`src/hdl/rntl_pkg.sv`:
```
// Shared types, constants and character classifiers for the Roman numeral token lexer.
package rntl_pkg;

   // Offset, line and field widths and derived limits
   localparam int POS_WIDTH = 32;
   localparam logic [POS_WIDTH-1:0] POS_MAX = {POS_WIDTH{1'b1}};
   localparam int LINE_WIDTH = 32;
   localparam logic [LINE_WIDTH-1:0] LINE_MAX = {LINE_WIDTH{1'b1}};
   localparam int OFS_WIDTH = 32;
   localparam int VAL_WIDTH = 64;
   localparam int DIGIT_WIDTH = 7;

   // Result queue geometry
   localparam int QDEPTH = 4;
   localparam int QPTR_WIDTH = $clog2(QDEPTH);
   localparam int QCNT_WIDTH = $clog2(QDEPTH + 1);

   // Token type codes
   localparam logic [2:0] TOK_SEMI        = 3'd0;
   localparam logic [2:0] TOK_LPAREN      = 3'd1;
   localparam logic [2:0] TOK_RPAREN      = 3'd2;
   localparam logic [2:0] TOK_OPEN_BRACE  = 3'd3;
   localparam logic [2:0] TOK_CLOSE_BRACE = 3'd4;
   localparam logic [2:0] TOK_NUMBER      = 3'd5;
   localparam logic [2:0] TOK_IDENT       = 3'd6;
   localparam logic [2:0] TOK_END         = 3'd7;

   // Scanner modes
   localparam logic [1:0] MODE_IDLE  = 2'd0;
   localparam logic [1:0] MODE_NUM   = 2'd1;
   localparam logic [1:0] MODE_IDENT = 2'd2;

   // Input kinds
   localparam logic KIND_BYTE = 1'b0;
   localparam logic KIND_END  = 1'b1;

   // Characters of interest
   localparam logic [7:0] CH_TAB     = 8'h09;
   localparam logic [7:0] CH_NEWLINE = 8'h0A;
   localparam logic [7:0] CH_CR      = 8'h0D;
   localparam logic [7:0] CH_SPACE   = 8'h20;
   localparam logic [7:0] CH_ZERO    = 8'h30;
   localparam logic [7:0] CH_SEMI    = 8'h3B;
   localparam logic [7:0] CH_LPAREN  = 8'h28;
   localparam logic [7:0] CH_RPAREN  = 8'h29;
   localparam logic [7:0] CH_LBRACE  = 8'h7B;
   localparam logic [7:0] CH_RBRACE  = 8'h7D;
   localparam logic [7:0] CH_I       = 8'h49;
   localparam logic [7:0] CH_V       = 8'h56;
   localparam logic [7:0] CH_X       = 8'h58;
   localparam logic [7:0] CH_L       = 8'h4C;
   localparam logic [7:0] CH_C       = 8'h43;

   // One emitted token
   typedef struct packed {
      logic [2:0]           tok_type;
      logic [OFS_WIDTH-1:0] start_pos;
      logic [OFS_WIDTH-1:0] token_len;
      logic [OFS_WIDTH-1:0] line_number;
      logic [OFS_WIDTH-1:0] line_begin;
      logic [VAL_WIDTH-1:0] number_value;
      logic                 last;
   } rntl_token_type;

   // Tokens produced by one transfer, in order
   typedef struct packed {
      logic [1:0]     count;
      rntl_token_type tok0;
      rntl_token_type tok1;
   } rntl_push_type;

   function automatic logic is_space(input logic [7:0] c);
      return ((c >= CH_TAB) && (c <= CH_CR)) || (c == CH_SPACE);
   endfunction

   // Bit 3 flags punctuation, low bits give the token type
   function automatic logic [3:0] punct_code(input logic [7:0] c);
      logic [3:0] r;
      case (c)
         CH_SEMI:   r = {1'b1, TOK_SEMI};
         CH_LPAREN: r = {1'b1, TOK_LPAREN};
         CH_RPAREN: r = {1'b1, TOK_RPAREN};
         CH_LBRACE: r = {1'b1, TOK_OPEN_BRACE};
         CH_RBRACE: r = {1'b1, TOK_CLOSE_BRACE};
         default:   r = 4'd0;
      endcase
      return r;
   endfunction

   // Zero means not a Roman digit
   function automatic logic [DIGIT_WIDTH-1:0] roman_weight(input logic [7:0] c);
      logic [DIGIT_WIDTH-1:0] w;
      case (c)
         CH_I:    w = DIGIT_WIDTH'(1);
         CH_V:    w = DIGIT_WIDTH'(5);
         CH_X:    w = DIGIT_WIDTH'(10);
         CH_L:    w = DIGIT_WIDTH'(50);
         CH_C:    w = DIGIT_WIDTH'(100);
         default: w = '0;
      endcase
      return w;
   endfunction

endpackage

```
`src/hdl/rntl_req_if.sv`:
```
// Input channel: source bytes and end-of-input markers.
interface rntl_req_if;
   logic       valid;
   logic       ready;
   logic       kind;
   logic [7:0] char_byte;

   modport source (output valid, output kind, output char_byte, input ready);
   modport sink (input valid, input kind, input char_byte, output ready);
endinterface

```
`src/hdl/rntl_rsp_if.sv`:
```
// Result channel: one token per transfer.
interface rntl_rsp_if;
   logic        valid;
   logic        ready;
   logic [2:0]  token_type;
   logic [31:0] start_pos;
   logic [31:0] token_len;
   logic [31:0] line_number;
   logic [31:0] line_begin;
   logic [63:0] number_value;
   logic        last;

   modport source (output valid, output token_type, output start_pos, output token_len,
                   output line_number, output line_begin, output number_value,
                   output last, input ready);
   modport sink (input valid, input token_type, input start_pos, input token_len,
                 input line_number, input line_begin, input number_value,
                 input last, output ready);
endinterface

```
`src/hdl/rntl_core.sv`:
```
// Lexer state registers and the single-pass token decision for one byte.
module rntl_core
   import rntl_pkg::*;
(
   input  logic          clock,
   input  logic          reset,
   input  logic          accept,
   input  logic          kind,
   input  logic [7:0]    char_byte,
   output rntl_push_type push
);

   logic [1:0]             mode_ff, mode_in;
   logic [POS_WIDTH-1:0]   pos_ff, pos_in;
   logic [LINE_WIDTH-1:0]  line_ff, line_in;
   logic [POS_WIDTH-1:0]   lstart_ff, lstart_in;
   logic [POS_WIDTH-1:0]   tstart_ff, tstart_in;
   logic [VAL_WIDTH-1:0]   total_ff, total_in;
   logic [VAL_WIDTH-1:0]   gsum_ff, gsum_in;
   logic [DIGIT_WIDTH-1:0] gdigit_ff, gdigit_in;

   logic                   sp;
   logic [3:0]             pc;
   logic [DIGIT_WIDTH-1:0] w;
   logic [POS_WIDTH-1:0]   pos_inc;
   logic                   flush;
   logic                   second;
   logic                   cont;
   rntl_token_type         flush_tok;
   rntl_token_type         second_tok;

   assign sp      = is_space(char_byte);
   assign pc      = punct_code(char_byte);
   assign w       = roman_weight(char_byte);
   assign pos_inc = (pos_ff == POS_MAX) ? pos_ff : pos_ff + 1'b1;

   // Pending number or identifier closed by this transfer
   always_comb begin
      flush_tok              = '0;
      flush_tok.tok_type     = (mode_ff == MODE_NUM) ? TOK_NUMBER : TOK_IDENT;
      flush_tok.start_pos    = OFS_WIDTH'(tstart_ff);
      flush_tok.token_len    = OFS_WIDTH'(pos_ff - tstart_ff);
      flush_tok.line_number  = OFS_WIDTH'(line_ff);
      flush_tok.line_begin   = OFS_WIDTH'(lstart_ff);
      flush_tok.number_value = (mode_ff == MODE_NUM) ? total_ff + gsum_ff : '0;
   end

   // Next state and the token raised by the byte itself
   always_comb begin
      mode_in    = mode_ff;
      pos_in     = pos_ff;
      line_in    = line_ff;
      lstart_in  = lstart_ff;
      tstart_in  = tstart_ff;
      total_in   = total_ff;
      gsum_in    = gsum_ff;
      gdigit_in  = gdigit_ff;
      flush      = 1'b0;
      second     = 1'b0;
      cont       = 1'b0;
      second_tok = '0;
      second_tok.line_number = OFS_WIDTH'(line_ff);
      second_tok.line_begin  = OFS_WIDTH'(lstart_ff);
      second_tok.start_pos   = OFS_WIDTH'(pos_ff);
      if (accept) begin
         if (kind == KIND_END) begin
            flush               = (mode_ff != MODE_IDLE);
            second              = 1'b1;
            second_tok.tok_type = TOK_END;
            mode_in   = MODE_IDLE;
            pos_in    = '0;
            line_in   = LINE_WIDTH'(1);
            lstart_in = POS_WIDTH'(1);
            tstart_in = '0;
            total_in  = '0;
            gsum_in   = '0;
            gdigit_in = '0;
         end else begin
            pos_in = pos_inc;
            // Continue a number or identifier
            if (mode_ff == MODE_NUM && w != '0) begin
               cont = 1'b1;
               if (gdigit_ff != '0 && gdigit_ff != w) begin
                  total_in = (gdigit_ff < w) ? total_ff - gsum_ff : total_ff + gsum_ff;
                  gsum_in  = VAL_WIDTH'(w);
               end else begin
                  gsum_in = gsum_ff + VAL_WIDTH'(w);
               end
               gdigit_in = w;
            end else if (mode_ff == MODE_IDENT && !sp && !pc[3]) begin
               cont = 1'b1;
            end else if (mode_ff != MODE_IDLE) begin
               flush   = 1'b1;
               mode_in = MODE_IDLE;
            end
            // Byte handled on its own
            if (!cont) begin
               if (sp) begin
                  if (char_byte == CH_NEWLINE) begin
                     line_in   = (line_ff == LINE_MAX) ? line_ff : line_ff + 1'b1;
                     lstart_in = pos_ff;
                  end
               end else if (pc[3]) begin
                  second              = 1'b1;
                  second_tok.tok_type = pc[2:0];
                  second_tok.token_len = OFS_WIDTH'(1);
               end else if (char_byte == CH_ZERO) begin
                  tstart_in = pos_ff;
                  total_in  = '0;
                  gsum_in   = '0;
                  gdigit_in = '0;
                  mode_in   = MODE_NUM;
               end else begin
                  tstart_in = pos_ff;
                  mode_in   = MODE_IDENT;
               end
            end
         end
      end
   end

   // Pack tokens in order, marking the final one
   always_comb begin
      push = '0;
      if (flush) begin
         push.tok0      = flush_tok;
         push.tok0.last = !second;
         push.tok1      = second_tok;
         push.tok1.last = 1'b1;
         push.count     = second ? 2'd2 : 2'd1;
      end else if (second) begin
         push.tok0      = second_tok;
         push.tok0.last = 1'b1;
         push.count     = 2'd1;
      end
   end

   // State registers
   always_ff @(posedge clock) begin
      if (reset) begin
         mode_ff   <= MODE_IDLE;
         pos_ff    <= '0;
         line_ff   <= LINE_WIDTH'(1);
         lstart_ff <= POS_WIDTH'(1);
         tstart_ff <= '0;
         total_ff  <= '0;
         gsum_ff   <= '0;
         gdigit_ff <= '0;
      end else begin
         mode_ff   <= mode_in;
         pos_ff    <= pos_in;
         line_ff   <= line_in;
         lstart_ff <= lstart_in;
         tstart_ff <= tstart_in;
         total_ff  <= total_in;
         gsum_ff   <= gsum_in;
         gdigit_ff <= gdigit_in;
      end
   end

`ifndef SYNTHESIS
   // End of input restarts the stream
   a_end_restarts: assert property (@(posedge clock) disable iff (reset)
      (accept && kind == KIND_END) |=> (mode_ff == MODE_IDLE && pos_ff == '0))
      else $error("lexer state not restarted after end of input");

   // In a two-token transfer only the second token is marked last
   a_tok_order: assert property (@(posedge clock) disable iff (reset)
      (push.count == 2'd2) |-> (push.tok1.last && !push.tok0.last))
      else $error("two-token transfer marked wrongly");

   // A byte transfer always moves the position unless saturated
   a_pos_moves: assert property (@(posedge clock) disable iff (reset)
      (accept && kind == KIND_BYTE && pos_ff != POS_MAX) |=> (pos_ff == $past(pos_ff) + 1'b1))
      else $error("position did not advance on a byte");
`endif

endmodule

```
`src/hdl/rntl_fifo.sv`:
```
// Result queue: takes up to two tokens per cycle, hands out one per transfer.
module rntl_fifo
   import rntl_pkg::*;
(
   input  logic           clock,
   input  logic           reset,
   input  rntl_push_type  push,
   output logic           space_ok,
   output logic           out_valid,
   input  logic           out_ready,
   output rntl_token_type out_tok
);

   rntl_token_type         mem_ff [QDEPTH];
   logic [QPTR_WIDTH-1:0]  wr_ff, wr_in;
   logic [QPTR_WIDTH-1:0]  rd_ff, rd_in;
   logic [QCNT_WIDTH-1:0]  cnt_ff, cnt_in;
   logic                   pop;
   logic [QPTR_WIDTH-1:0]  wr_next;

   assign space_ok  = (cnt_ff <= QCNT_WIDTH'(QDEPTH - 2));
   assign out_valid = (cnt_ff != '0);
   assign out_tok   = mem_ff[rd_ff];
   assign pop       = out_valid && out_ready;
   assign wr_next   = wr_ff + 1'b1;

   // Pointer and occupancy update
   always_comb begin
      wr_in  = wr_ff + QPTR_WIDTH'(push.count);
      rd_in  = pop ? rd_ff + 1'b1 : rd_ff;
      cnt_in = cnt_ff + QCNT_WIDTH'(push.count) - QCNT_WIDTH'(pop);
   end

   always_ff @(posedge clock) begin
      if (reset) begin
         wr_ff  <= '0;
         rd_ff  <= '0;
         cnt_ff <= '0;
      end else begin
         wr_ff  <= wr_in;
         rd_ff  <= rd_in;
         cnt_ff <= cnt_in;
      end
   end

   // Token storage
   always_ff @(posedge clock) begin
      if (push.count != 2'd0) begin
         mem_ff[wr_ff] <= push.tok0;
      end
      if (push.count == 2'd2) begin
         mem_ff[wr_next] <= push.tok1;
      end
   end

`ifndef SYNTHESIS
   a_no_overflow: assert property (@(posedge clock) disable iff (reset)
      (push.count != 2'd0) |-> (QDEPTH - cnt_ff >= push.count))
      else $error("result queue overflow");

   a_cnt_bound: assert property (@(posedge clock) disable iff (reset)
      cnt_ff <= QCNT_WIDTH'(QDEPTH))
      else $error("result queue count out of range");

   a_ptr_track: assert property (@(posedge clock) disable iff (reset)
      (cnt_ff != QCNT_WIDTH'(QDEPTH)) |-> (QPTR_WIDTH'(wr_ff - rd_ff) == QPTR_WIDTH'(cnt_ff)))
      else $error("result queue pointers disagree with count");
`endif

endmodule

```
`src/hdl/roman_numeral_token_lexer.sv`:
```
// Roman numeral token lexer: streams source bytes in, tokens out.
//
// req_bus carries one source byte per transfer (kind 0) or an end-of-input
// marker (kind 1, byte ignored). rsp_bus carries one token per transfer:
// type, start offset, length, line number, last-newline offset and the value
// of a Roman number literal; last marks the final token raised by an input.
// An input raises zero, one or two tokens. A number or identifier is sent
// when the byte that ends it arrives, so it appears one input later.
// Tokens enter the registered token queue and are offered from its head.
// Throughput: one input per cycle while ready is high; ready drops only when
// the four-entry token queue has fewer than two free slots, and it hands out
// one token per transfer. If the receiver stalls, tokens stay queued and the
// input side stops once the queue nears full.
// Reset (synchronous, active high) restarts the stream: offset 0, line 1,
// line start 1, queue empty. End of input flushes any pending token, sends
// an end token and returns the lexer to the same starting state.
module roman_numeral_token_lexer
   import rntl_pkg::*;
(
   input logic        clock,
   input logic        reset,
   rntl_req_if.sink   req_bus,
   rntl_rsp_if.source rsp_bus
);

   logic           accept;
   logic           space_ok;
   rntl_push_type  push;
   rntl_token_type out_tok;

   assign req_bus.ready = space_ok;
   assign accept        = req_bus.valid && space_ok;

   rntl_core u_core (
      .clock     (clock),
      .reset     (reset),
      .accept    (accept),
      .kind      (req_bus.kind),
      .char_byte (req_bus.char_byte),
      .push      (push)
   );

   rntl_fifo u_fifo (
      .clock     (clock),
      .reset     (reset),
      .push      (push),
      .space_ok  (space_ok),
      .out_valid (rsp_bus.valid),
      .out_ready (rsp_bus.ready),
      .out_tok   (out_tok)
   );

   // Token fields onto the result channel
   assign rsp_bus.token_type   = out_tok.tok_type;
   assign rsp_bus.start_pos    = out_tok.start_pos;
   assign rsp_bus.token_len    = out_tok.token_len;
   assign rsp_bus.line_number  = out_tok.line_number;
   assign rsp_bus.line_begin   = out_tok.line_begin;
   assign rsp_bus.number_value = out_tok.number_value;
   assign rsp_bus.last         = out_tok.last;

endmodule
```
`src/flat_wrapper.sv`:
```
// flat-port wrapper written by rule: the top's interface ports become plain ports
module roman_numeral_token_lexer_flat import rntl_pkg::*;
  (clock, reset, req_bus_valid, req_bus_kind, req_bus_char_byte, req_bus_ready, rsp_bus_valid, rsp_bus_token_type, rsp_bus_start_pos, rsp_bus_token_len, rsp_bus_line_number, rsp_bus_line_begin, rsp_bus_number_value, rsp_bus_last, rsp_bus_ready);
  rntl_req_if req_bus_i ();
  rntl_rsp_if rsp_bus_i ();
  input logic clock;
  input logic reset;
  input wire logic [$bits(req_bus_i.valid)-1:0] req_bus_valid;
  input wire logic [$bits(req_bus_i.kind)-1:0] req_bus_kind;
  input wire logic [$bits(req_bus_i.char_byte)-1:0] req_bus_char_byte;
  output wire logic [$bits(req_bus_i.ready)-1:0] req_bus_ready;
  output wire logic [$bits(rsp_bus_i.valid)-1:0] rsp_bus_valid;
  output wire logic [$bits(rsp_bus_i.token_type)-1:0] rsp_bus_token_type;
  output wire logic [$bits(rsp_bus_i.start_pos)-1:0] rsp_bus_start_pos;
  output wire logic [$bits(rsp_bus_i.token_len)-1:0] rsp_bus_token_len;
  output wire logic [$bits(rsp_bus_i.line_number)-1:0] rsp_bus_line_number;
  output wire logic [$bits(rsp_bus_i.line_begin)-1:0] rsp_bus_line_begin;
  output wire logic [$bits(rsp_bus_i.number_value)-1:0] rsp_bus_number_value;
  output wire logic [$bits(rsp_bus_i.last)-1:0] rsp_bus_last;
  input wire logic [$bits(rsp_bus_i.ready)-1:0] rsp_bus_ready;
  assign req_bus_i.valid = req_bus_valid;
  assign req_bus_i.kind = req_bus_kind;
  assign req_bus_i.char_byte = req_bus_char_byte;
  assign req_bus_ready = req_bus_i.ready;
  assign rsp_bus_valid = rsp_bus_i.valid;
  assign rsp_bus_token_type = rsp_bus_i.token_type;
  assign rsp_bus_start_pos = rsp_bus_i.start_pos;
  assign rsp_bus_token_len = rsp_bus_i.token_len;
  assign rsp_bus_line_number = rsp_bus_i.line_number;
  assign rsp_bus_line_begin = rsp_bus_i.line_begin;
  assign rsp_bus_number_value = rsp_bus_i.number_value;
  assign rsp_bus_last = rsp_bus_i.last;
  assign rsp_bus_i.ready = rsp_bus_ready;
  roman_numeral_token_lexer u_core (.clock(clock), .reset(reset), .req_bus(req_bus_i), .rsp_bus(rsp_bus_i));
endmodule
```
`config.mk`:
```
export PLATFORM = sky130hd
export DESIGN_NAME = roman_numeral_token_lexer_flat
export DESIGN_NICKNAME = d
export VERILOG_FILES = /design/src/hdl/rntl_pkg.sv /design/src/hdl/rntl_req_if.sv /design/src/hdl/rntl_rsp_if.sv /design/src/hdl/rntl_core.sv /design/src/hdl/rntl_fifo.sv /design/src/hdl/roman_numeral_token_lexer.sv /design/src/flat_wrapper.sv
export SDC_FILE = /design/constraint.sdc
export NUM_CORES = 2
export LEC_CHECK = 0
export BUFFER_PORTS_ARGS = -buffer_cell sky130_fd_sc_hd__buf_2
export CAP_MARGIN = 15
export CORE_ASPECT_RATIO = 1.4
export CORE_MARGIN = 10
export CORE_UTILIZATION = 49
export DETAILED_ROUTE_END_ITERATION = 16
export GPL_ROUTABILITY_DRIVEN = 1
export HOLD_SLACK_MARGIN = 0.08
export PLACE_DENSITY = 0.73
export REMOVE_ABC_BUFFERS = 1
export SETUP_SLACK_MARGIN = 0.02
export SLEW_MARGIN = 20
export SYNTH_ARGS = -nofsm -noshare
export SYNTH_HDL_FRONTEND = slang
export SYNTH_SLANG_ARGS = --single-unit
```
`constraint.sdc`:
```
create_clock -name clock -period 8.1 [get_ports clock]
set_input_delay 1.62 -clock clock [delete_from_list [all_inputs] [get_ports clock]]
set_output_delay 1.62 -clock clock [all_outputs]
set_load 0.01 [all_outputs]
```
# Word-level counts from Yosys, hierarchy flattened
# Memory sizes are Yosys's and may differ from the RTL's. A register that Yosys moved wholly into a read port is not among the register bits.
# Index checks and enable logic that the tools add are counted.
[word_totals] reg_bits=272 ramBits=784 in_bits=13 output_inout_bits=198 word_cells=155 memories=1
[classes] addsub=11 magnitude_cmp=4 eq_ne=24 muxes=82 n_reduce_logical=22
[mem_list] name="u_core.u_fifo.mem_ff" words=4 width=196 read_ports=1 rd_ports_with_merged_regs=1 write_ports=2 line_no="rntl_fifo.sv:14" text="rntl_token_type mem_ff [QDEPTH];"
[ops] op="$mux W64" n=16
[ops] op="$mux W32" n=15
[ops] op="$mux W198" n=1
[ops] op="$mux W197" n=1
[ops] op="$mux W196" n=1
[ops] op="$add A32 B1 Y32 const B" n=2
[ops] op="$add A64 B64 Y64" n=1
[ops] op="$add A64 B7 Y64" n=1
[ops] op="$eq A32 B32 Y1 const B" n=2
[ops] op="$sub A64 B64 Y64" n=1
[ops] op="$eq A8 B7 Y1 const B" n=7
[ops] op="$mux W7" n=6
[ops] op="$eq A8 B6 Y1 const B" n=5
[ops] op="$pmux W7 S5" n=1
[ops] op="$sub A32 B32 Y32" n=1
[ops] op="$mux W2" n=12
[ops] op="$mux W1" n=23
[ops] op="$pmux W4 S5" n=1
[ops] op="$mux W3" n=5
[ops] op="$reduce_bool A7 Y1" n=2
[ops] op="$ne A2 B2 Y1 const B" n=5
[ops] op="$eq A8 B4 Y1 const B" n=1
[ops] op="$ge A8 B4 Y1 const B" n=1
[ops] op="$le A8 B4 Y1 const B" n=1
[ops] op="other kinds (17)" n=31

# Depth between registers and ports, before layout
[depth] depth_word=18 depth_mapped=19 mapped_depth_nobuf=17

# Cells and area by module
# From an unflattened synthesis, not the netlist that was laid out.
[unflattened] hier_cells=5333 hier_area_um2=61956.9
[by_module_without_submodules] mod="rntl_fifo" n_inst=1 cells_per_inst=1950 area_per_inst_um2=37983.9 seq_area_each_um2=23722.8
[by_module_without_submodules] mod="rntl_core" n_inst=1 cells_per_inst=3382 area_per_inst_um2=23966.7 seq_area_each_um2=5305.1
[by_module_without_submodules] mod="roman_numeral_token_lexer" n_inst=1 cells_per_inst=1 area_per_inst_um2=6.3 seq_area_each_um2=0.0

# Worst setup path after synthesis
# Ideal clock, no wire load.
[synth_path] kind="input to register" from="in req_bus_char_byte[0]" to="mem u_core.u_fifo.mem_ff[0][0] (netlist name) (enable)" setup_time_ns=0.454 t_arrival_ns=6.793 t_required_ns=7.646 path_slack_ns=0.853 stages=17 path_buffers=8 path_cell_list="buf_2 -> xor2_1 -> o2111a_1 -> o21ai_1 -> buf_2 -> o21ai_0 -> o21bai_2 -> buf_2 -> buf_1 -> ha_1 -> or3_1 -> clkbuf_1 -> and2_1 -> clkbuf_1 -> clkbuf_1 -> clkbuf_1 -> inv_1"
[synth_lines] element="from (decl)" line_no="flat_wrapper.sv:10" text="input wire logic [$bits(req_bus_i.char_byte)-1:0] req_bus_char_byte;"
[synth_lines] element="to (decl)" line_no="rntl_fifo.sv:14"

==> flow_summary.json <==
{
  "status": "finished clean",
  "netlist_top_cells_count": "dfxtp_1, nand2_1, o21ai_0, edfxtp_1, nor2_1",
  "die-area_um2": 124500,
  "grt.busiest_layer": "met2",
  "synthMuxAreaShare_pct": 8.958,
  "setup.worst_path.start_class": "primary input",
  "tightest_slew_ns": 1.122,
  "ys_async_sr_fraction_pct": 0,
  "synth_top_cells_by_area": "dfxtp_1, edfxtp_1, mux4_2, a22o_1, ha_1",
  "power_density_nw_per_um2": 209.8,
  "viasPerCell": 6.223,
  "htree_num_levels": 3,
  "pwr-share-seq_pct": 46.0,
  "period_share_pct": 70.35,
  "syn_area_um2": 54210,
  "grt_max_degree": 97,
  "rsz0062_at_grt": "no",
  "fin_area_um2": 59760,
  "postCtsHoldBufs": 0,
  "clockBufferDepth": 3,
  "syn_area_per_cell_um2": 10.07,
  "synth_top_area_share_pct": 24.15,
  "switchingPower_mw": 3.435,
  "pwr-share-comb_pct": 15.6,
  "crit_path_max_incr_delay_ns": 0.71,
  "drive_gt1_share_pct": 13.23,
  "finClkSkew_ns": 0.03365,
  "p_clk_share_pct": 38.4,
  "grt_pass1_wl_mm": 257.4,
  "dp_slack_ns": 1.757,
  "drc": 0,
  "globalRouteOverflowTotal": 0,
  "synthSimpleGateAreaFrac_pct": 15.03,
  "clkSinkCount": 1058,
  "criticalPathCategory": "primary input to register",
  "wl_mm": 169.6,
  "cts.clk_slew.worst_paths_ns": 0.06,
  "seq_area_frac_synth_pct": 46.53,
  "ios": 211,
  "setup_viol": 0,
  "placementRows": 144,
  "timing.max_cap.violations": 0,
  "crit_chain": "buf_2, nand2b_1, nor4_1, o21bai_1, a2111o_1, a21o_1, o21a_1, o21bai_4, buf_4, ha_1, nor2_1, and2_1, buf_4, nand2_1, a21oi_4, buf_4, and2_1",
  "crit_fanout": 40,
  "synth_top_family_by_area": "compound AO/OA/AOI/OAI gates",
  "worst_slack_ns": 2.402,
  "grt_pass1_vias": 43000,
  "die_y_um": 413.5,
  "whs_ns": 0.4471,
  "track_usage_pct": 26.44,
  "synth_adder_area_share_pct": 4.316,
  "grtUsageMet2_pct": 45.44,
  "yosys_register_bits": 1058,
  "cts_tree": "built",
  "placed_cell_area_um2": 56450,
  "vias": 43250,
  "synth_xor_area_share_pct": 3.472,
  "swShare_pct": 27.40,
  "ys_warn_count": 0,
  "drt-initial-drc-count": 4138,
  "cpMostUsedCell": "buf_4",
  "power.internal_mw": 9.104,
  "area_growth_pct": 10.24,
  "antenna_found_initial": 7,
  "fin_crit_ns": 5.698,
  "first_pass_iters": 5,
  "cts_root_buffer": "clkbuf_16",
  "portBuffers": 210,
  "n_antenna_cell": 0,
  "synth_compound_area_share_pct": 17.73,
  "cts-resized-gates": 0,
  "finalHoldViolCount": 0,
  "slew_headroom_pct": 25.22,
  "ys.flop_type": "dfxtp_1",
  "final_nets": 5599,
  "synth_cell_types": 99,
  "wire_per_inst_um": 24.41,
  "cpMaxStageDelayCell": "a21oi_4",
  "core_region_area_um2": 109900,
  "synth_top_area_cell": "dfxtp_1",
  "post_cts_buffers": 0,
  "power_mw": 12.54,
  "use_met3_pct": 4.006,
  "final_max_slew_viol_count": 0,
  "power_leakage_nw": 21.80,
  "die-width_um": 301.1,
  "fmax_ghz": 0.1755,
  "synthesis.instances": 5385,
  "peakVddDrop_uv": 188.1,
  "finalSetupTns_ns": 0,
  "yosysMostFrequentCell": "dfxtp_1",
  "end_kind": "register",
  "start_util_pct": 49.32,
  "dpl.hpwl_mm": 116.0,
  "cp.arrival_ns": 6.25,
  "synth-edff-count": 404,
  "gp_congestion": 1.007,
  "clk_latency_ns": 0.72,
  "cts_buffers": 99,
  "crit_required_ns": 8.65,
  "hold_class": "register to register",
  "met1_usage_pct": 31.63,
  "antenna_left": 0
}
[layer usage]
| layer | part of all wire (%) | routed length, um |
|---|---|---|
| met1 | 38 | 65270 |
| met2 | 49 | 82980 |
| met3 | 7.1 | 11990 |
| met4 | 5.5 | 9387 |
| met5 | 0 | 0 |
[cell families after synthesis]
logic type               after synthesis
flip-flops                          1058
AO/OA/AOI/OAI                       1450
adder cells (fa/ha/maj)              184
XOR/XNOR                             211
buffers and inverters                554
AND/OR/NAND/NOR                     1688
multiplexers                         240
[stage by stage]
stage | utilization [%] | instances
floorplan | - | 5018
global placement | 51.36 | 6761
detailed placement | 51.36 | 6761
CTS | 54.37 | 6949
global route | 54.37 | 6949
finish | 54.37 | 6949
[worst paths after layout]
check | from | endpoint | slack (ns) | cells after the start
setup / recovery | req_bus_char_byte[7] | u_core.u_fifo.mem_ff[2][83] | 2.40 | 17
hold / removal | u_core.u_fifo.mem_ff[1][64] | u_core.u_fifo.mem_ff[1][64] | 0.45 | 2
setup reg to reg | u_core.u_core.gsum_ff[33] | u_core.u_fifo.mem_ff[2][57] | 3.32 | 12
hold reg to reg | u_core.u_fifo.mem_ff[1][64] | u_core.u_fifo.mem_ff[1][64] | 0.45 | 2
[worst max-delay path: cells and delay by family]
family	cells	cell delay (ns)
AOI/OAI and AO/OA	6	1.48
and+or+nand+nor	6	1.40
buffers and inverters	4	1.36
adders and majority gates	1	0.35
[cell type report]
cell class / instances / area (um^2)
Inverter: 187 / 711.9
Multi-Input combinational cell: 3773 / 27020
Sequential cell: 1058 / 25230
Fill cell: 9613 / 50150
Clock inverter: 56 / 548.0
Timing Repair Buffer: 283 / 1655
Clock buffer: 132 / 2765
Tap cell: 1460 / 1827
[sequential cells by signal, summed over array words and instances (netlist names), named ones only]
signal                   flops
u_core.u_fifo.wr_ff          2
u_core.u_core.lstart_ff     32
u_core.u_core.total_ff      64
u_core.u_core.pos_ff        32
u_core.u_core.gsum_ff       64
u_core.u_fifo.mem_ff       784
u_core.u_fifo.rd_ff          2
u_core.u_core.line_ff       32
u_core.u_fifo.cnt_ff         3
u_core.u_core.tstart_ff     32
u_core.u_core.mode_ff        2
u_core.u_core.gdigit_ff      7
[power groups by stage]
stage          Clock (mW)  Combinational [mW]  Sequential (mW)
3_3_place_gp            0                1.98             5.88
3_5_place_dp            0                1.99             5.89
4_1_cts              4.86                1.99             5.78
2_1_floorplan           0                1.21             6.03
5_1_grt              5.05                2.09             5.79
6_report             4.81                1.96             5.77
[placed cells by master, fill, tap and decap left out, types with 33 or more instances in the layout]
master and instances:
ha_1 179, xnor2_1 152, nor2_1 363, and2_1 273
o21bai_1 47, a22o_1 294, nand4_1 58, mux4_2 196
a31oi_1 34, nand3_1 79, nand2_1 562, o31ai_1 39
xor2_1 56, o21ai_0 413, mux2i_1 43, a21o_1 39
edfxtp_1 404, dfxtp_1 652, inv_1 179, nor3_1 79
or3_1 33, nor4_1 44, buf_4 69, nor2b_1 63
buf_2 209, clkbuf_16 102, a21oi_1 307
Note: power is estimated with default switching activity, not from simulation.
